===== src/rtl/assert_macros.svh =====
// ----------------------------------------------------------------------------
// Assertion macros
// Shared concurrent assertion forms, clocked on a rising edge with an
// active-low reset as disable.
// ----------------------------------------------------------------------------
`ifndef ASSERT_MACROS_SVH
`define ASSERT_MACROS_SVH

// Implication or plain property that must hold outside reset.
`define ASSERT_PROP(lbl, clk, rst_n, prop, msg) \
  lbl: assert property (@(posedge clk) disable iff (!rst_n) (prop)) else $error(msg);

// Condition that must never be seen outside reset.
`define ASSERT_NEVER(lbl, clk, rst_n, cond, msg) \
  lbl: assert property (@(posedge clk) disable iff (!rst_n) !(cond)) else $error(msg);

`endif


===== src/rtl/lltc_pkg.sv =====
// ----------------------------------------------------------------------------
// LCD line timing controller package
// Request and response types, mode and request kind codes, register
// addresses and timing constants.
// ----------------------------------------------------------------------------
package lltc_pkg;

  localparam logic [8:0] DOTS_PER_LINE = 9'd456;
  localparam logic [8:0] SCAN_END_DOT  = 9'd80;
  localparam logic [8:0] DRAW_END_DOT  = 9'd252;
  localparam logic [7:0] VISIBLE_LINES = 8'd144;
  localparam logic [7:0] LAST_LINE     = 8'd153;

  localparam logic [7:0] UNMAPPED_DATA = 8'hFF;

  typedef enum logic [1:0] {
    KIND_TICK  = 2'd0,
    KIND_READ  = 2'd1,
    KIND_WRITE = 2'd2
  } kind_e;

  typedef enum logic [1:0] {
    MODE_HBLANK = 2'd0,
    MODE_VBLANK = 2'd1,
    MODE_SCAN   = 2'd2,
    MODE_DRAW   = 2'd3
  } mode_e;

  typedef enum logic [15:0] {
    ADDR_CONTROL = 16'hFF40,
    ADDR_STATUS  = 16'hFF41,
    ADDR_SCY     = 16'hFF42,
    ADDR_SCX     = 16'hFF43,
    ADDR_LINE    = 16'hFF44,
    ADDR_CMP     = 16'hFF45,
    ADDR_BGP     = 16'hFF47,
    ADDR_OBP0    = 16'hFF48,
    ADDR_OBP1    = 16'hFF49,
    ADDR_WY      = 16'hFF4A,
    ADDR_WX      = 16'hFF4B
  } addr_e;

  typedef struct packed {
    logic [1:0]  kind;
    logic [15:0] reg_addr;
    logic [7:0]  write_data;
  } req_t;

  typedef struct packed {
    logic [7:0] read_data;
    logic [1:0] cur_mode;
    logic [7:0] cur_line;
    logic       vblank_irq;
    logic       stat_irq;
    logic       scan_due;
    logic       draw_due;
  } rsp_t;

endpackage


===== src/rtl/lcd_line_timing_controller.sv =====
// ----------------------------------------------------------------------------
// LCD line timing controller
// Dot, line and mode sequencing with the LCD register file and the
// vblank and status interrupt pulses.
// ----------------------------------------------------------------------------
// One request (dot tick, register read or register write) is taken per
// clock cycle and gives exactly one response. A request sits in the input
// register while the timing and register logic works on it, then its
// response sits in the result register until it is taken. The only limit
// on throughput is the output side; while the result register is held by
// out_stall_i, one more request is taken into the input register and then
// in_stall_o rises.
module lcd_line_timing_controller (
  input  logic           clk_i,
  input  logic           rst_ni,
  input  logic           in_valid_i,
  output logic           in_stall_o,
  input  lltc_pkg::req_t in_req_i,
  output logic           out_valid_o,
  input  logic           out_stall_i,
  output lltc_pkg::rsp_t out_rsp_o
);

  logic           req_valid_q, req_valid_d;
  lltc_pkg::req_t req_q;
  logic           out_valid_q, out_valid_d;
  lltc_pkg::rsp_t out_rsp_q, out_rsp_d;
  logic           in_accept;
  logic           advance;

  logic [8:0]      dot_q, dot_d;
  logic [7:0]      line_q, line_d;
  lltc_pkg::mode_e mode_q, mode_d;
  logic [7:0]      control_q, control_d;
  logic [3:0]      sel_q, sel_d;
  logic            sticky_q, sticky_d;
  logic            eq_q, eq_d;
  logic [7:0]      scy_q, scy_d;
  logic [7:0]      scx_q, scx_d;
  logic [7:0]      cmp_q, cmp_d;
  logic [7:0]      bgp_q, bgp_d;
  logic [7:0]      obp0_q, obp0_d;
  logic [7:0]      obp1_q, obp1_d;
  logic [7:0]      wy_q, wy_d;
  logic [7:0]      wx_q, wx_d;
  logic            prev_q, prev_d;

  logic [8:0] dot_inc;
  logic [7:0] line_inc;
  logic [7:0] status_rd;
  logic       cond;

  logic rsp_vblank;
  logic rsp_at_vblank;
  logic rsp_both_due;
  logic both_held;

  assign advance     = req_valid_q && (!out_valid_q || !out_stall_i);
  assign in_stall_o  = req_valid_q && !advance;
  assign in_accept   = in_valid_i && !in_stall_o;
  assign out_valid_o = out_valid_q;
  assign out_rsp_o   = out_rsp_q;

  assign dot_inc   = dot_q + 9'd1;
  assign line_inc  = line_q + 8'd1;
  assign status_rd = {sticky_q, sel_q, eq_q, mode_q};

  always_comb begin
    req_valid_d = req_valid_q;
    if (in_accept) begin
      req_valid_d = 1'b1;
    end else if (advance) begin
      req_valid_d = 1'b0;
    end
    out_valid_d = out_valid_q;
    if (advance) begin
      out_valid_d = 1'b1;
    end else if (!out_stall_i) begin
      out_valid_d = 1'b0;
    end
  end

  always_comb begin
    dot_d     = dot_q;
    line_d    = line_q;
    mode_d    = mode_q;
    control_d = control_q;
    sel_d     = sel_q;
    sticky_d  = sticky_q;
    eq_d      = eq_q;
    scy_d     = scy_q;
    scx_d     = scx_q;
    cmp_d     = cmp_q;
    bgp_d     = bgp_q;
    obp0_d    = obp0_q;
    obp1_d    = obp1_q;
    wy_d      = wy_q;
    wx_d      = wx_q;
    prev_d    = prev_q;
    cond      = 1'b0;
    out_rsp_d = '0;

    case (req_q.kind)
      lltc_pkg::KIND_TICK: begin
        dot_d = dot_inc;
        case (mode_q)
          lltc_pkg::MODE_SCAN: begin
            if (dot_inc == lltc_pkg::SCAN_END_DOT) begin
              out_rsp_d.scan_due = 1'b1;
              mode_d             = lltc_pkg::MODE_DRAW;
            end
          end
          lltc_pkg::MODE_DRAW: begin
            if (dot_inc == lltc_pkg::DRAW_END_DOT) begin
              out_rsp_d.draw_due = 1'b1;
              mode_d             = lltc_pkg::MODE_HBLANK;
            end
          end
          lltc_pkg::MODE_HBLANK: begin
            if (dot_inc == lltc_pkg::DOTS_PER_LINE) begin
              line_d = line_inc;
              eq_d   = (line_inc == cmp_q);
              if (line_inc == lltc_pkg::VISIBLE_LINES) begin
                mode_d               = lltc_pkg::MODE_VBLANK;
                out_rsp_d.vblank_irq = 1'b1;
              end else begin
                mode_d = lltc_pkg::MODE_SCAN;
              end
              dot_d = '0;
            end
          end
          default: begin
            if (dot_inc == lltc_pkg::DOTS_PER_LINE) begin
              if (line_q == lltc_pkg::LAST_LINE) begin
                line_d = '0;
                mode_d = lltc_pkg::MODE_SCAN;
              end else begin
                line_d = line_inc;
              end
              eq_d  = (line_d == cmp_q);
              dot_d = '0;
            end
          end
        endcase
        cond = (sel_q[0] && mode_d == lltc_pkg::MODE_HBLANK) ||
               (sel_q[1] && mode_d == lltc_pkg::MODE_VBLANK) ||
               (sel_q[2] && mode_d == lltc_pkg::MODE_SCAN) ||
               (sel_q[3] && eq_d);
        out_rsp_d.stat_irq = !prev_q && cond;
        prev_d             = cond;
      end
      lltc_pkg::KIND_READ: begin
        case (req_q.reg_addr)
          lltc_pkg::ADDR_CONTROL: out_rsp_d.read_data = control_q;
          lltc_pkg::ADDR_STATUS:  out_rsp_d.read_data = status_rd;
          lltc_pkg::ADDR_SCY:     out_rsp_d.read_data = scy_q;
          lltc_pkg::ADDR_SCX:     out_rsp_d.read_data = scx_q;
          lltc_pkg::ADDR_LINE:    out_rsp_d.read_data = line_q;
          lltc_pkg::ADDR_CMP:     out_rsp_d.read_data = cmp_q;
          lltc_pkg::ADDR_BGP:     out_rsp_d.read_data = bgp_q;
          lltc_pkg::ADDR_OBP0:    out_rsp_d.read_data = obp0_q;
          lltc_pkg::ADDR_OBP1:    out_rsp_d.read_data = obp1_q;
          lltc_pkg::ADDR_WY:      out_rsp_d.read_data = wy_q;
          lltc_pkg::ADDR_WX:      out_rsp_d.read_data = wx_q;
          default:                out_rsp_d.read_data = lltc_pkg::UNMAPPED_DATA;
        endcase
      end
      lltc_pkg::KIND_WRITE: begin
        case (req_q.reg_addr)
          lltc_pkg::ADDR_CONTROL: begin
            control_d = req_q.write_data;
            if (!req_q.write_data[7]) begin
              mode_d = lltc_pkg::MODE_HBLANK;
              line_d = '0;
            end
          end
          lltc_pkg::ADDR_STATUS: begin
            sel_d    = req_q.write_data[6:3];
            sticky_d = sticky_q | req_q.write_data[7];
          end
          lltc_pkg::ADDR_SCY:  scy_d = req_q.write_data;
          lltc_pkg::ADDR_SCX:  scx_d = req_q.write_data;
          lltc_pkg::ADDR_CMP: begin
            cmp_d = req_q.write_data;
            eq_d  = (line_q == req_q.write_data);
          end
          lltc_pkg::ADDR_BGP:  bgp_d  = req_q.write_data;
          lltc_pkg::ADDR_OBP0: obp0_d = req_q.write_data;
          lltc_pkg::ADDR_OBP1: obp1_d = req_q.write_data;
          lltc_pkg::ADDR_WY:   wy_d   = req_q.write_data;
          lltc_pkg::ADDR_WX:   wx_d   = req_q.write_data;
          default: begin
          end
        endcase
      end
      default: begin
      end
    endcase

    out_rsp_d.cur_mode = mode_d;
    out_rsp_d.cur_line = line_d;
  end

  always_ff @(posedge clk_i or negedge rst_ni) begin
    if (!rst_ni) begin
      req_valid_q <= 1'b0;
      out_valid_q <= 1'b0;
      dot_q       <= '0;
      line_q      <= '0;
      mode_q      <= lltc_pkg::MODE_SCAN;
      control_q   <= '0;
      sel_q       <= '0;
      sticky_q    <= 1'b0;
      eq_q        <= 1'b0;
      scy_q       <= '0;
      scx_q       <= '0;
      cmp_q       <= '0;
      bgp_q       <= '0;
      obp0_q      <= '0;
      obp1_q      <= '0;
      wy_q        <= '0;
      wx_q        <= '0;
      prev_q      <= 1'b0;
    end else begin
      req_valid_q <= req_valid_d;
      out_valid_q <= out_valid_d;
      if (advance) begin
        dot_q     <= dot_d;
        line_q    <= line_d;
        mode_q    <= mode_d;
        control_q <= control_d;
        sel_q     <= sel_d;
        sticky_q  <= sticky_d;
        eq_q      <= eq_d;
        scy_q     <= scy_d;
        scx_q     <= scx_d;
        cmp_q     <= cmp_d;
        bgp_q     <= bgp_d;
        obp0_q    <= obp0_d;
        obp1_q    <= obp1_d;
        wy_q      <= wy_d;
        wx_q      <= wx_d;
        prev_q    <= prev_d;
      end
    end
  end

  always_ff @(posedge clk_i) begin
    if (in_accept) begin
      req_q <= in_req_i;
    end
    if (advance) begin
      out_rsp_q <= out_rsp_d;
    end
  end

  assign rsp_vblank    = out_valid_q && out_rsp_q.vblank_irq;
  assign rsp_at_vblank = (out_rsp_q.cur_mode == lltc_pkg::MODE_VBLANK) &&
                         (out_rsp_q.cur_line == lltc_pkg::VISIBLE_LINES);
  assign rsp_both_due  = out_valid_q && out_rsp_q.scan_due && out_rsp_q.draw_due;
  assign both_held     = req_valid_q && out_valid_q && out_stall_i;

`include "assert_macros.svh"

  `ASSERT_PROP(a_vblank_line, clk_i, rst_ni, rsp_vblank |-> rsp_at_vblank, "vblank pulse off entry")
  `ASSERT_NEVER(a_scan_draw, clk_i, rst_ni, rsp_both_due, "scan and draw due together")
  `ASSERT_PROP(a_full_stall, clk_i, rst_ni, both_held |-> in_stall_o, "request taken while held")
  `ASSERT_PROP(a_rsp_follows, clk_i, rst_ni, advance |=> out_valid_q, "advanced request lost")

endmodule


===== config.mk =====
export PLATFORM = sky130hd
export DESIGN_NAME = lcd_line_timing_controller
export DESIGN_NICKNAME = d
export VERILOG_FILES = /design/src/rtl/lltc_pkg.sv /design/src/rtl/lcd_line_timing_controller.sv
export VERILOG_INCLUDE_DIRS = /design/src /design/src/rtl
export SDC_FILE = /design/constraint.sdc
export NUM_CORES = 1
export LEC_CHECK = 0
export ABC_AREA = 0
export BUFFER_PORTS_ARGS = -buffer_cell sky130_fd_sc_hd__buf_2
export CAP_MARGIN = 30
export CORE_MARGIN = 2
export CORE_UTILIZATION = 50
export DETAILED_ROUTE_END_ITERATION = 16
export PLACE_DENSITY = 0.68
export SYNTH_ARGS = -nofsm -noshare
export SYNTH_HDL_FRONTEND = slang
export SYNTH_SLANG_ARGS = --single-unit

===== constraint.sdc =====
create_clock -name clk_i -period 8 [get_ports clk_i]
set_clock_uncertainty 0.2 [all_clocks]
set_input_delay 0.4 -clock clk_i [delete_from_list [all_inputs] [get_ports clk_i]]
set_output_delay 0.4 -clock clk_i [all_outputs]
set_load 0.01 [all_outputs]

== Word level (Yosys, flattened, before mapping) ==
Cells that the tools add are included.

* Latch bits: 0
* Bits in registers: 148
* Memory bits (writable): 0
* Memories: 0
* Bits in read-only memories: 0

* Multipliers: 0
* $lt $le $gt $ge: 0
* Muxes and demuxes: 37
* Eq/ne operators: 27
* Bitwise gates (word level): 1
* Reductions and logical operators: 39
* $add $sub $neg: 2
* Shift operators: 0
* Divide/modulo/power cells: 0

{| class="wikitable"
|+ Operator list
! cell !! count
|-
| == test 16 bit, second input constant || 11
|-
| one-hot mux 8 bit (11 select lines) || 1
|-
| two-way mux 8 bit || 8
|-
| AND reduction 3 bit || 12
|-
| one-hot mux 8 bit (2 select lines) || 2
|-
| == test 8 bit || 3
|-
| two-way mux 2 bit || 9
|-
| two-way mux 9 bit || 2
|-
| == test 8 bit, second input constant || 2
|-
| two-way mux 1 bit || 11
|-
| adder 9 x 1 -> 9 bit, second input constant || 1
|-
| == test 9 x 7 -> 1 bit, second input constant || 1
|-
| == test 9 x 8 -> 1 bit, second input constant || 1
|-
| == test 9 bit, second input constant || 1
|-
| adder 8 x 1 -> 8 bit, second input constant || 1
|-
| == test 2 bit, second input constant || 4
|-
| logical AND 1 bit || 8
|-
| zero test 2 bit || 3
|-
| one-hot mux 2 bit (3 select lines) || 1
|-
| AND reduction 2 bit || 3
|-
| zero test 1 bit || 5
|-
| == test 2 x 1 -> 1 bit, second input constant || 2
|-
| logical OR 1 bit || 4
|-
| inequality test 2 x 1 -> 1 bit, second input constant || 2
|-
| other kinds (6) || 8
|}

== Depth between registers and ports, before layout ==
Gate-level depths: netlist of the first run.

* Depth after elaboration: 12
* Mapped depth: 13
* Mapped depth without buffers: 10

== Least setup slack after synthesis of the first run ==
No wires, ideal clock.

* Path kind: register to register
* From: register dot_q[0]
* To: register out_rsp_q (netlist bit out_rsp_o[2]), data pin
* Cell stages (with the launch flop): 11
* Path buffers: 1
* Library setup time: 0.261 ns
* Arrival time: 2.337 ns
* Setup slack: 5.201 ns
* Required time: 7.539 ns
* Path through: dfrtp_1 > ha_1 > buf_6 > or3_1 > o21ai_2 > and4b_1 > a311oi_1 > nor4_4 > mux2i_1 > o211a_1 > nor3_2

* Word-level cells in the longest chain between the ends: 11

{| class="wikitable"
|+ RTL lines
! what !! line !! text
|-
| start: declaration || lcd_line_timing_controller.sv:31 || <nowiki>logic [8:0] dot_q, dot_d;</nowiki>
|-
| start signal: assignment || lcd_line_timing_controller.sv:228 || <nowiki>dot_q <= dot_d;</nowiki>
|-
| adder 9 x 1 -> 9 bit (*) || lcd_line_timing_controller.sv:64 || <nowiki>assign dot_inc = dot_q + 9'd1;</nowiki>
|-
| == test 9 bit, or another cell as far along || lcd_line_timing_controller.sv:120, lcd_line_timing_controller.sv:133 ||
|-
| two-way mux 2 bit, on equally long branches || n/a ||
|-
| one-hot mux 2 bit (3 select lines) || lcd_line_timing_controller.sv:106 || <nowiki>case (mode_q)</nowiki>
|-
| two-way mux 2 bit || lcd_line_timing_controller.sv:103 || <nowiki>case (req_q.kind)</nowiki>
|-
| == test 2 x 1 -> 1 bit / zero test 2 bit (equally long branches) || lcd_line_timing_controller.sv:146, lcd_line_timing_controller.sv:145 ||
|-
| logical AND 1 bit, on equally long branches || lcd_line_timing_controller.sv:146, lcd_line_timing_controller.sv:145 ||
|-
| logical OR 1 bit || lcd_line_timing_controller.sv:145 || <nowiki>cond = (sel_q[0] && mode_d == lltc_pkg::MODE_HBLANK) ||</nowiki>
|-
| logical OR 1 bit || lcd_line_timing_controller.sv:146 || <nowiki>(sel_q[1] && mode_d == lltc_pkg::MODE_VBLANK) ||</nowiki>
|-
| logical OR 1 bit (*) || lcd_line_timing_controller.sv:147 || <nowiki>(sel_q[2] && mode_d == lltc_pkg::MODE_SCAN) ||</nowiki>
|-
| logical AND 1 bit (*) || lcd_line_timing_controller.sv:149 || <nowiki>out_rsp_d.stat_irq = !prev_q && cond;</nowiki>
|-
| end signal: assignment || lcd_line_timing_controller.sv:253 || <nowiki>out_rsp_q <= out_rsp_d;</nowiki>
|-
| end: declaration || lcd_line_timing_controller.sv:27 || <nowiki>lltc_pkg::rsp_t out_rsp_q, out_rsp_d;</nowiki>
|}

Every way passes the cells marked *; elsewhere a longest branch is shown, timed or not. The select of a mux whose other input is x is not followed.
A chain may end at the register's enable or synchronous reset.

== Worst setup path in the final report of the first run ==
Ends and elaborated chain as after synthesis.

==> results of run 1 <==
[sequential cells by signal (all words and copies together) (netlist names), 2 cells and up]
name	flops
req_q	26
out_rsp_o	22
dot_q	9
bgp_q	8
cmp_q	8
control_q	8
line_q	8
obp0_q	8
obp1_q	8
scx_q	8
scy_q	8
wx_q	8
wy_q	8
sel_q	4
mode_q	2
[worst reg2reg max path, cell delays in order, from the launching register on]
cell	delay (ps)
dfrtp_1	440
ha_1	330
nand4_1	210
o21a_1	240
o2111ai_1	660
nor2_1	180
nor4_4	310
mux2i_1	220
o211a_1	200
nor3_2	40
[cell type report]
cell class	instances	area share [%]
Inverter	9	0.400
Clock buffer	17	5.03
Timing Repair Buffer	85	7.08
Tap cell	184	2.72
Sequential cell	148	46.7
Multi-Input combinational cell	396	36.8
Clock inverter	15	1.26
[report_power, final]
| part | switching (mW) | total (mW) | leakage, nW | internal [mW] |
|---|---|---|---|---|
| combinational | 0.0774 | 0.144 | 1.56 | 0.0665 |
| clock | 0.314 | 0.710 | 0.255 | 0.396 |
| sequential | 0.0518 | 0.871 | 1.85 | 0.819 |
[worst min path at each step]
stage                           start     endpoint  slack [ps]  depth (start not counted)
final                     out_stall_i  out_valid_o          20                          3
after global routing      out_stall_i  out_valid_o          50                          3
after CTS                 out_stall_i  out_valid_o          10                          3
after detailed placement       rst_ni    line_q[0]         180                          1
after global placement         rst_ni    line_q[0]         170                          1
after floorplan                rst_ni     bgp_q[0]        -100                          0
[layer usage]
layer | up-vias | wire (µm) | GRT usage [%] | part of all wire, %
met1 | 2570 | 7390 | 29.3 | 44
met4 | 0 | 368 | 8.30 | 2.2
met2 | 155 | 8450 | 37.5 | 50
met3 | 30 | 764 | 4.38 | 4.5
met5 | - | 0 | 0 | 0
li1 | 2361 | - | - | -
[cells in the final DEF, fill, tap and decap left out, types with 5 or more instances in the layout]
| master | n |
|---|---|
| a221o_1 | 5 |
| buf_2 | 52 |
| inv_1 | 9 |
| nand2_1 | 39 |
| ha_1 | 5 |
| and3_1 | 9 |
| nand4_1 | 8 |
| nor2_1 | 24 |
| o21ai_0 | 31 |
| xnor2_1 | 15 |
| dlygate4sd3_1 | 28 |
| a221oi_1 | 11 |
| xor2_1 | 10 |
| nand2b_1 | 8 |
| o21ai_1 | 5 |
| nor2b_1 | 5 |
| dfrtp_1 | 99 |
| a31oi_1 | 10 |
| a21oi_1 | 13 |
| nand3_1 | 11 |
| clkbuf_16 | 17 |
| a22o_1 | 8 |
| a22oi_1 | 12 |
| mux2_4 | 7 |
| mux2_1 | 7 |
| mux2_2 | 62 |
| o31ai_1 | 6 |
| mux4_2 | 7 |
| edfxtp_1 | 48 |
[kinds of logic after synthesis]
logic type,Yosys count
AND/OR/NAND/NOR,148
buffers and inverters,51
XOR/XNOR,25
flip-flops,148
multiplexers,87
AO/OA/AOI/OAI,131
adder cells (fa/ha/maj),5
==> results by group, run 1 <==
Clock tree
  • Post-CTS sizing: 0
  • Skew-Pair Late Insertion Delay: between 400 and 500 ps
  • Clock buffer depth: 2
  • Clk sinks: roughly 150
  • Post-cts hold buffer count: 28
  • Post-CTS setup buffer count: 0
  • H-tree Lvls: 4
  • CTS tree: built
  • Worst-path clk slew: around 60 ps
  • Clock root buffer: clkbuf_16
  • TritonCTS buffer count: 17

Placement
  • GPL Wtd Cong: between 0.9 and 1
  • IO buf count: 53
  • Placed cells: between 700 and 800
  • Placed cell area: 0.00761 mm²
  • Final HPWL DP: 11.5 mm
  • Post-place setup slack: between 4000 and 5000 ps

Worst setup path
  • Setup crit end kind: flop
  • Worst-path maximum fanout: 11
  • R2r setup slk: approximately 4700 ps
  • Slowest cell on the critical path: o2111ai_1
  • Buffers plus inverters on the worst setup path: 0
  • Crit path max-delay family: compound AO/OA/AOI/OAI gates
  • Worst r2r src: dot_q[0]
  • CP arrival: around 3200 ps
  • Crit path required time: between 7000 and 8000 ps
  • Crit. Startpoint: dot_q[0]
  • Crit path cell chain: ha_1 > nand4_1 > o21a_1 > o2111ai_1 > nor2_1 > nor4_4 > mux2i_1 > o211a_1 > nor3_2
  • Worst setup endpoint: out_rsp_o[2]
  • CP Depth: 9
  • RR Endpoint: out_rsp_o[2]
  • Setup crit start kind: flop
  • Crit Path Class: reg -> reg
  • Slowest stage delay, CP: between 600 and 700 ps
  • Reg2reg path depth: 9

Synth
  • Post-Synth XOR/XNOR Area: ~3%
  • Simple-gate share of the synthesized area: between 10% and 20%
  • Post-synthesis compound-gate area fraction: 12.5%
  • Top post-synthesis cells by area: dfrtp_1, edfxtp_1, mux2_2
  • Synth area leader: dfrtp_1
  • Ys Warns: 0
  • Unique masters post-synth: 73
  • Post-Synthesis Net Count: 630
  • Most common flop cell mapped by yosys: dfrtp_1
  • Synth top cells by count: dfrtp_1, mux2_2, edfxtp_1, nand2_1, o21ai_0
  • Most common cell in the netlist: dfrtp_1
  • Main combinational cell family by area after synthesis: multiplexers
  • Mux cell area share after synthesis: ~15%
  • Gate Count Post-Synth: 595
  • Post-synthesis async set-or-reset flop share: between 60% and 70%
  • Top cell type's share of synthesized area: 33.9%
  • Mean Syn Cell Area: between 10 and 15 µm²
  • Post-synthesis adder-cell area fraction: less than 1%
  • Syn Std Cell Area: 0.00730 mm²
  • Sequential fraction of the synthesis area: 54.0%
  • Number of synthesized flops with an enable pin: 48
  • Synth Register Bits: ~150

Power and ir drop
  • Leak: between 3 and 4 nW
  • Maximum vdd drop: between 0.15 and 0.2 mV
  • P per Cell Area: about 200 mW/mm²
  • Pwr Total: ~1.7 mW

Cells and area
  • Final core occ: just under 60%
  • Post-route cell area: between 0.008 and 0.009 mm²
  • Synthesis-to-layout area growth: 15.8%
  • Register area: between 0.003 and 0.004 mm²
  • Non-filler cells in the finished layout: 854
  • Multi-input gate area: between 0.003 and 0.004 mm²
  • Final net count: around 690
  • Diode count: 0
  • Fraction of layout cells with a size suffix above 1: a little over a quarter
  • Filler cell count: about 1.2k

Timing
  • RSZ-0062 raised after global routing: false
  • Peak Freq: ~310 MHz
  • Final setup vio count: 0
  • Max Slew Vio Count: 0
  • Final worst-path cycle share: between 40% and 50%
  • Final worst setup slack: between 4000 and 5000 ps
  • WHS: between 20 and 25 ps
  • Final hold vios: 0
  • Final min period: around 3300 ps
  • Setup tns final: 0 ps
  • Slew @ Worst Pin: 924 ps
  • Slew margin rel.: about two fifths

Die
  • Core Footprint: between 0.01 and 0.015 mm²
  • Total Die Area: 0.0156 mm²
  • Row count: 44
  • Die width: between 100 and 150 µm
  • Vert. Die Dim: approximately 120 µm
  • Starting density of the core: around 51%
  • Top-Level Pins: 54

Routing
  • DR pass1 iterations: 5
  • Drt wl/cell: 19.9 µm
  • Vias per inst: approximately 6
  • Iter 0 DRT Violations: 530
  • Final WL: roughly 17 mm
  • DRC violation count after routing: 0
  • Post-DRT Antenna Nets: 0
  • Vias: between 5k and 6k

Global route
  • Largest net degree at the start of global routing: around 70
  • Initial antenna violation count: 0
  • GRT Util Overall: ~22%
  • Total congestion overflow: 0
  • Vias in the first global route: ~5k
  • First-pass GRT wire length: approximately 27 mm

Status
  • Run status: finished clean

Min path
  • Tightest Hold Check Type: in -> reg

Run
  • Number of max-cap violations: 0
No activity file was read; power rests on OpenSTA's default activity.
==> run 2: changes to the inputs <==
--- a/config.mk
+++ b/config.mk
@@ -6,7 +6,7 @@
 export SDC_FILE = /design/constraint.sdc
 export NUM_CORES = 1
 export LEC_CHECK = 0
-export ABC_AREA = 0
+export ABC_AREA = 1
 export BUFFER_PORTS_ARGS = -buffer_cell sky130_fd_sc_hd__buf_2
 export CAP_MARGIN = 30
 export CORE_MARGIN = 2
==> constraint.sdc (replaced) <==
create_clock -name clk_i -period 3.1 [get_ports clk_i]
set_clock_uncertainty 0.2 [all_clocks]
set_input_delay 0.155 -clock clk_i [delete_from_list [all_inputs] [get_ports clk_i]]
set_output_delay 0.155 -clock clk_i [all_outputs]
set_load 0.01 [all_outputs]
==> results by group, run 2 <==
Global route
  • Largest net degree at the start of global routing: 45 (was 69)
  • Vias in the first global route: 6027 (was 5009)
  • GRT Util Overall: 25.0% (was 22.5%)
  • Initial antenna violation count: 0 (unchanged)
  • First-pass GRT wire length: 30.9 mm (was 27.3 mm)
  • Total congestion overflow: 0 (unchanged)

Min path
  • Tightest Hold Check Type: in -> async (was in -> reg)

Synth
  • Sequential fraction of the synthesis area: 53.4% (was 54.0%)
  • Top post-synthesis cells by area: dfrtp_1, edfxtp_1, nand2_1 (was dfrtp_1, edfxtp_1, mux2_2)
  • Most common flop cell mapped by yosys: dfrtp_1 (unchanged)
  • Number of synthesized flops with an enable pin: 48 (unchanged)
  • Syn Std Cell Area: 0.00739 mm² (was 0.00730 mm²)
  • Synth top cells by count: nand2_1, dfrtp_1, o21ai_0, nor2_1, inv_1 (was dfrtp_1, mux2_2, edfxtp_1, nand2_1, o21ai_0)
  • Synth area leader: dfrtp_1 (unchanged)
  • Top cell type's share of synthesized area: 33.5% (was 33.9%)
  • Unique masters post-synth: 43 (was 73)
  • Post-Synthesis Net Count: 926 (was 630)
  • Mean Syn Cell Area: 8.29 µm² (was 12.3 µm²)
  • Ys Warns: 0 (unchanged)
  • Most common cell in the netlist: nand2_1 (was dfrtp_1)
  • Gate Count Post-Synth: 891 (was 595)
  • Post-synthesis async set-or-reset flop share: 67.6% (unchanged)
  • Synth Register Bits: 148 (unchanged)

Die
  • Total Die Area: 0.0158 mm² (was 0.0156 mm²)
  • Top-Level Pins: 54 (unchanged)
  • Row count: 44 (unchanged)
  • Starting density of the core: 51.0% (was 50.6%)
  • Die width: 126 µm (was 125 µm)
  • Core Footprint: 0.0145 mm² (was 0.0144 mm²)
  • Vert. Die Dim: 126 µm (was 125 µm)

Power and ir drop
  • Maximum vdd drop: 0.510 mV (was 0.156 mV)
  • Leak: 3.97 nW (was 3.67 nW)
  • P per Cell Area: 530 mW/mm² (was 204 mW/mm²)

Clock tree
  • TritonCTS buffer count: 17 (unchanged)
  • Post-CTS sizing: 0 (unchanged)
  • Skew-Pair Late Insertion Delay: 430 ps (was 420 ps)
  • Worst-path clk slew: 70 ps (was 60 ps)
  • CTS tree: built (unchanged)
  • Clk sinks: 148 (unchanged)
  • Clock buffer depth: 2 (unchanged)
  • Clock root buffer: clkbuf_16 (unchanged)
  • H-tree Lvls: 4 (unchanged)

Worst setup path
  • Worst-path maximum fanout: 7 (was 11)
  • Buffers plus inverters on the worst setup path: 1 (was 0)
  • Crit path max-delay family: simple AND/OR/NAND/NOR gates (was compound AO/OA/AOI/OAI gates)
  • RR Endpoint: out_rsp_o[2] (unchanged)
  • Reg2reg path depth: 16 (was 9)
  • Crit Path Class: reg -> reg (unchanged)
  • Crit. Startpoint: dot_q[0] (unchanged)
  • Setup crit end kind: flop (unchanged)
  • Slowest stage delay, CP: 450 ps (was 660 ps)
  • Slowest cell on the critical path: dfrtp_1 (was o2111ai_1)
  • Setup crit start kind: flop (unchanged)
  • Crit path required time: 3080 ps (was 7980 ps)
  • Worst r2r src: dot_q[0] (unchanged)
  • Worst path most repeated cell: nand2_1
  • Crit path cell chain: ha_1 > inv_1 > nand2_1 > nand2_2 > nand2_1 > nor2_1 > nand2_1 > nor2_2 > nand2_2 > nor2_4 > nand3_1 > nand3_2 > nand2_1 > nand3_1 > nand3_1 > and2_1 (was ha_1 > nand4_1 > o21a_1 > o2111ai_1 > nor2_1 > nor4_4 > mux2i_1 > o211a_1 > nor3_2)
  • CP arrival: 2740 ps (was 3230 ps)
  • R2r setup slk: 340 ps (was 4740 ps)

Routing
  • Post-DRT Antenna Nets: 0 (unchanged)
  • DR pass1 iterations: 5 (unchanged)
  • Final WL: 18.9 mm (was 17.0 mm)
  • Vias per inst: 5.38 (was 5.99)
  • Vias: 6295 (was 5116)
  • DRC violation count after routing: 0 (unchanged)
  • Iter 0 DRT Violations: 612 (was 530)
  • Drt wl/cell: 16.1 µm (was 19.9 µm)

Cells and area
  • Final core occ: 60.5% (was 58.6%)
  • Synthesis-to-layout area growth: 18.5% (was 15.8%)
  • Most frequent cells in the layout: nand2_1, dfrtp_1, o21ai_0, nor2_1, inv_1 (was dfrtp_1, mux2_2, buf_2, edfxtp_1, nand2_1)
  • Diode count: 0 (unchanged)
  • Max reg flops: 26 (unchanged)
  • Reg with most FFs: req_q (unchanged)
  • Fraction of layout cells with a size suffix above 1: 12.1% (was 27.5%)
  • Commonest non-fill, non-tap cell in the layout: nand2_1 (was dfrtp_1)
  • Final net count: 1008 (was 692)

Timing
  • Slew @ Worst Pin: 958 ps (was 924 ps)
  • Final worst setup slack: 340 ps (was 4740 ps)
  • Setup tns final: 0 ps (unchanged)
  • RSZ-0062 raised after global routing: false (unchanged)
  • Final worst-path cycle share: 89.0% (was 40.7%)
  • Final hold vios: 0 (unchanged)
  • Slew margin rel.: 36.1% (was 38.2%)
  • Final min period: 2760 ps (was 3260 ps)
  • Final setup vio count: 0 (unchanged)
  • Peak Freq: 362 MHz (was 307 MHz)
  • Max Slew Vio Count: 0 (unchanged)

Placement
  • Post-place setup slack: 419 ps (was 4810 ps)
  • Final HPWL DP: 12.8 mm (was 11.5 mm)
  • GPL Wtd Cong: 0.956 (was 0.917)
  • IO buf count: 53 (unchanged)

Run
  • Number of max-cap violations: 0 (unchanged)

Status
  • Run status: finished clean (unchanged)
run 2: cell types whose count changed in the layout (fill, tap and decap cells not counted), sizes merged, moves of 8 or more:
cell    previous run  this run
nand2             43       288
o21ai             37       112
a22oi             12         0
nor2              27        86
nand2b             8         0
and3               9         0
a21oi             14         5
xnor2             15         0
a31oi             10         1
inv               13        85
a22o               8        18
mux2              76         0
nand3             12        52
run 2: cell families after synthesis:
kind of cell | Yosys count | share of synthesized area, %
buffers and inverters | 113 | 5.98
AO/OA/AOI/OAI | 162 | 13.0
adder cells (fa/ha/maj) | 5 | 0.847
XOR/XNOR | 6 | 0.711
flip-flops | 148 | 53.4
AND/OR/NAND/NOR | 457 | 26.1
run 2: routing by layer:
| layer | routed length (µm) | vias to the layer above | global-route usage (%) |
|---|---|---|---|
| met5 | 0 | - | 0 |
| met4 | 495 | 0 | 9.08 |
| met3 | 1030 | 32 | 5.05 |
| met2 | 8780 | 202 | 39.3 |
| met1 | 8550 | 2936 | 34.5 |
| li1 | - | 3125 | - |
run 2: layout make-up:
type | count | area (µm²)
multi-input combinational | 630 | 3010
clock buffer | 21 | 504
sequential | 148 | 3950
tap | 184 | 230
inverter | 85 | 319
timing repair buffer | 91 | 641
fill | 1261 | 5720
clock inverter | 11 | 106
run 2: power breakdown:
part / internal [mW] / total, mW / switching (mW) / leakage, nW
Clock: 1.20 / 2.09 / 0.894 / 0.295
Sequential: 2.12 / 2.18 / 0.0662 / 1.84
Combinational: 0.123 / 0.362 / 0.239 / 1.84
Total: 3.44 / 4.64 / 1.20 / 3.97
run 2: stage by stage:
stage	total power, mW	cell area (µm²)	instances	hold slack [ps]
2_1_floorplan	2.40	7390	891	-341
3_3_place_gp	2.54	7850	1108	15.4
3_5_place_dp	2.55	7850	1108	11.5
4_1_cts	4.66	8760	1170	104
5_1_grt	4.80	8760	1170	124
6_report	4.64	8760	1170	86.5
run 2: worst max-delay path by stage:
stage	to	slack (ps)	cells after the start
2_1_floorplan	out_rsp_o[2]	680	16
3_3_place_gp	out_rsp_o[2]	500	16
3_5_place_dp	out_rsp_o[2]	420	16
4_1_cts	out_rsp_o[2]	390	16
5_1_grt	out_rsp_o[2]	140	16
6_report	out_rsp_o[2]	340	16
run 2: what timing repair did:
item | in CTS | in global routing
hold endpoints to repair | 70 | 0
setup buffers | 0 | 0
hold buffers | 30 | 0
endpoints found under the setup margin | 0 | 0
==> run 3: changes to the inputs <==
--- a/config.mk
+++ b/config.mk
@@ -12,7 +12,8 @@
 export CORE_MARGIN = 2
 export CORE_UTILIZATION = 50
 export DETAILED_ROUTE_END_ITERATION = 16
-export PLACE_DENSITY = 0.68
+export MAX_ROUTING_LAYER = met4
+export PLACE_DENSITY = 0.71
 export SYNTH_ARGS = -nofsm -noshare
 export SYNTH_HDL_FRONTEND = slang
 export SYNTH_SLANG_ARGS = --single-unit
==> constraint.sdc (replaced) <==
create_clock -name clk_i -period 2.5 [get_ports clk_i]
set_clock_uncertainty 0.2 [all_clocks]
set_input_delay 0.125 -clock clk_i [delete_from_list [all_inputs] [get_ports clk_i]]
set_output_delay 0.125 -clock clk_i [all_outputs]
set_load 0.01 [all_outputs]
==> results by group, run 3 (synthesis gave the netlist of run 2 again) <==
Min path
  • Tightest Hold Check Type: in -> async (unchanged)

Global route
  • Initial antenna violation count: 0 (unchanged)
  • GRT Util Overall: 25.6% (was 25.0%)
  • Total congestion overflow: 0 (unchanged)
  • Largest net degree at the start of global routing: 42 (was 45)
  • Vias in the first global route: 6129 (was 6027)
  • First-pass GRT wire length: 31.0 mm (was 30.9 mm)

Placement
  • Placed cell area: 0.00807 mm² (was 0.00785 mm²)
  • GPL Wtd Cong: 0.916 (was 0.956)
  • Final HPWL DP: 13.2 mm (was 12.8 mm)
  • IO buf count: 53 (unchanged)

Clock tree
  • Clk sinks: 148 (unchanged)
  • TritonCTS buffer count: 17 (unchanged)
  • Clock root buffer: clkbuf_16 (unchanged)
  • Skew-Pair Late Insertion Delay: 430 ps (about the same)
  • CTS tree: built (unchanged)
  • H-tree Lvls: 4 (unchanged)
  • Worst-path clk slew: 60 ps (was 70 ps)
  • Clock buffer depth: 2 (unchanged)

Timing
  • Final setup vio count: 0 (unchanged)
  • Final min period: 2380 ps (was 2760 ps)
  • Setup tns final: 0 ps (unchanged)
  • Max Slew Vio Count: 0 (unchanged)
  • Slew @ Worst Pin: 642 ps (was 958 ps)
  • WHS: 16.3 ps (was 86.5 ps)
  • Final hold vios: 0 (unchanged)
  • Final worst-path cycle share: 95.4% (was 89.0%)
  • Slew margin rel.: 57.0% (was 36.1%)
  • Peak Freq: 419 MHz (was 362 MHz)

Routing
  • DR pass1 iterations: 6 (was 5)
  • Post-DRT Antenna Nets: 0 (unchanged)
  • Final WL: 19.0 mm (was 18.9 mm)
  • Iter 0 DRT Violations: 701 (was 612)
  • DRC violation count after routing: 0 (unchanged)
  • Vias: 6505 (was 6295)
  • Vias per inst: 5.41 (was 5.38)
  • Drt wl/cell: 15.8 µm (was 16.1 µm)

Cells and area
  • Post-route cell area: 0.00903 mm² (was 0.00876 mm²)
  • Most frequent cells in the layout: nand2_1, o21ai_0, dfrtp_1, inv_1, nor2_1 (was nand2_1, dfrtp_1, o21ai_0, nor2_1, inv_1)
  • Diode count: 0 (unchanged)
  • Synthesis-to-layout area growth: 22.2% (was 18.5%)
  • Commonest non-fill, non-tap cell in the layout: nand2_1 (unchanged)
  • Max reg flops: 26 (unchanged)
  • Final core occ: 62.4% (was 60.5%)
  • Fraction of layout cells with a size suffix above 1: 16.7% (was 12.1%)
  • Final net count: 1041 (was 1008)
  • Reg with most FFs: req_q (unchanged)

Die
  • Total Die Area: 0.0158 mm² (unchanged)
  • Core Footprint: 0.0145 mm² (unchanged)
  • Starting density of the core: 51.0% (unchanged)
  • Row count: 44 (unchanged)
  • Top-Level Pins: 54 (unchanged)
  • Die width: 126 µm (unchanged)
  • Vert. Die Dim: 126 µm (unchanged)

Power and ir drop
  • P per Cell Area: 617 mW/mm² (was 530 mW/mm²)
  • Maximum vdd drop: 0.478 mV (was 0.510 mV)
  • Leak: 4.07 nW (was 3.97 nW)
  • Pwr Total: 5.57 mW (was 4.64 mW)

Worst setup path
  • Setup crit start kind: flop (unchanged)
  • CP arrival: 2360 ps (was 2740 ps)
  • Crit path required time: 2470 ps (was 3080 ps)
  • Crit Path Class: reg -> reg (unchanged)
  • Worst-path maximum fanout: 9 (was 7)
  • Setup crit end kind: flop (unchanged)
  • Reg2reg path depth: 12 (was 16)
  • Crit. Startpoint: req_q[14] (was dot_q[0])
  • Worst r2r src: req_q[14] (was dot_q[0])

Run
  • Number of max-cap violations: 0 (unchanged)

Status
  • Run status: finished clean (unchanged)
-- run 3: where the power goes --
group | total, mW | switching, mW | internal, mW
logic | 0.512 | 0.330 | 0.182
registers | 2.69 | 0.0670 | 2.63
clock network | 2.36 | 1.00 | 1.36
total | 5.57 | 1.40 | 4.17
-- run 3: repair_timing --
item	in CTS	in global routing
setup endpoints to repair	0	36
gates resized for setup	0	28
hold endpoints to repair	127	0
setup buffers	0	2
hold buffers	31	0
-- run 3: metal layers --
metal / vias up / share of wire [%] / wire length (µm) / GRT usage (%)
met4: 0 / 2.2 / 408 / 9.48
met2: 258 / 47 / 8960 / 39.1
met5: - / 0 / 0 / -
met3: 45 / 6.5 / 1240 / 5.43
li1: 3186 / - / - / -
met1: 3016 / 44 / 8370 / 33.7
-- run 3: critical path, stage by stage (launching register included) --
cell      delay [ps]
edfxtp_1         350
inv_1             50
nor2_1            40
nand2_1          150
buf_4            180
nor3_1            50
nand2_1           90
clkinv_1         230
a22o_1           320
nor2_1           150
nand3_1          150
nor2_1           130
nor2_1            50
-- run 3: layout make-up --
type                       count  area (µm²)
timing repair buffer         124         895
fill                        1242        5450
inverter                      85         323
tap                          184         230
multi-input combinational    630        3090
clock inverter                13         108
sequential                   148        3950
clock buffer                  19         433
-- run 3: stage by stage --
| stage | worst slack (ps) | std cells |
|---|---|---|
| 6_report | 116 | 1203 |
| 5_1_grt | -41.8 | 1203 |
| 4_1_cts | 2.68 | 1201 |
| 3_5_place_dp | 13.7 | 1138 |
| 3_3_place_gp | 77.8 | 1138 |
| 2_1_floorplan | 84.8 | 891 |
-- run 3: final timing paths --
path,endpoint,slack (ps)
min,line_q[4],20
max reg2reg,out_rsp_o[14],120
min reg2reg,sticky_q,280
max in group asynchronous,mode_q[1],1430
min in group clk_i,req_q[0],210
max,out_rsp_o[14],120
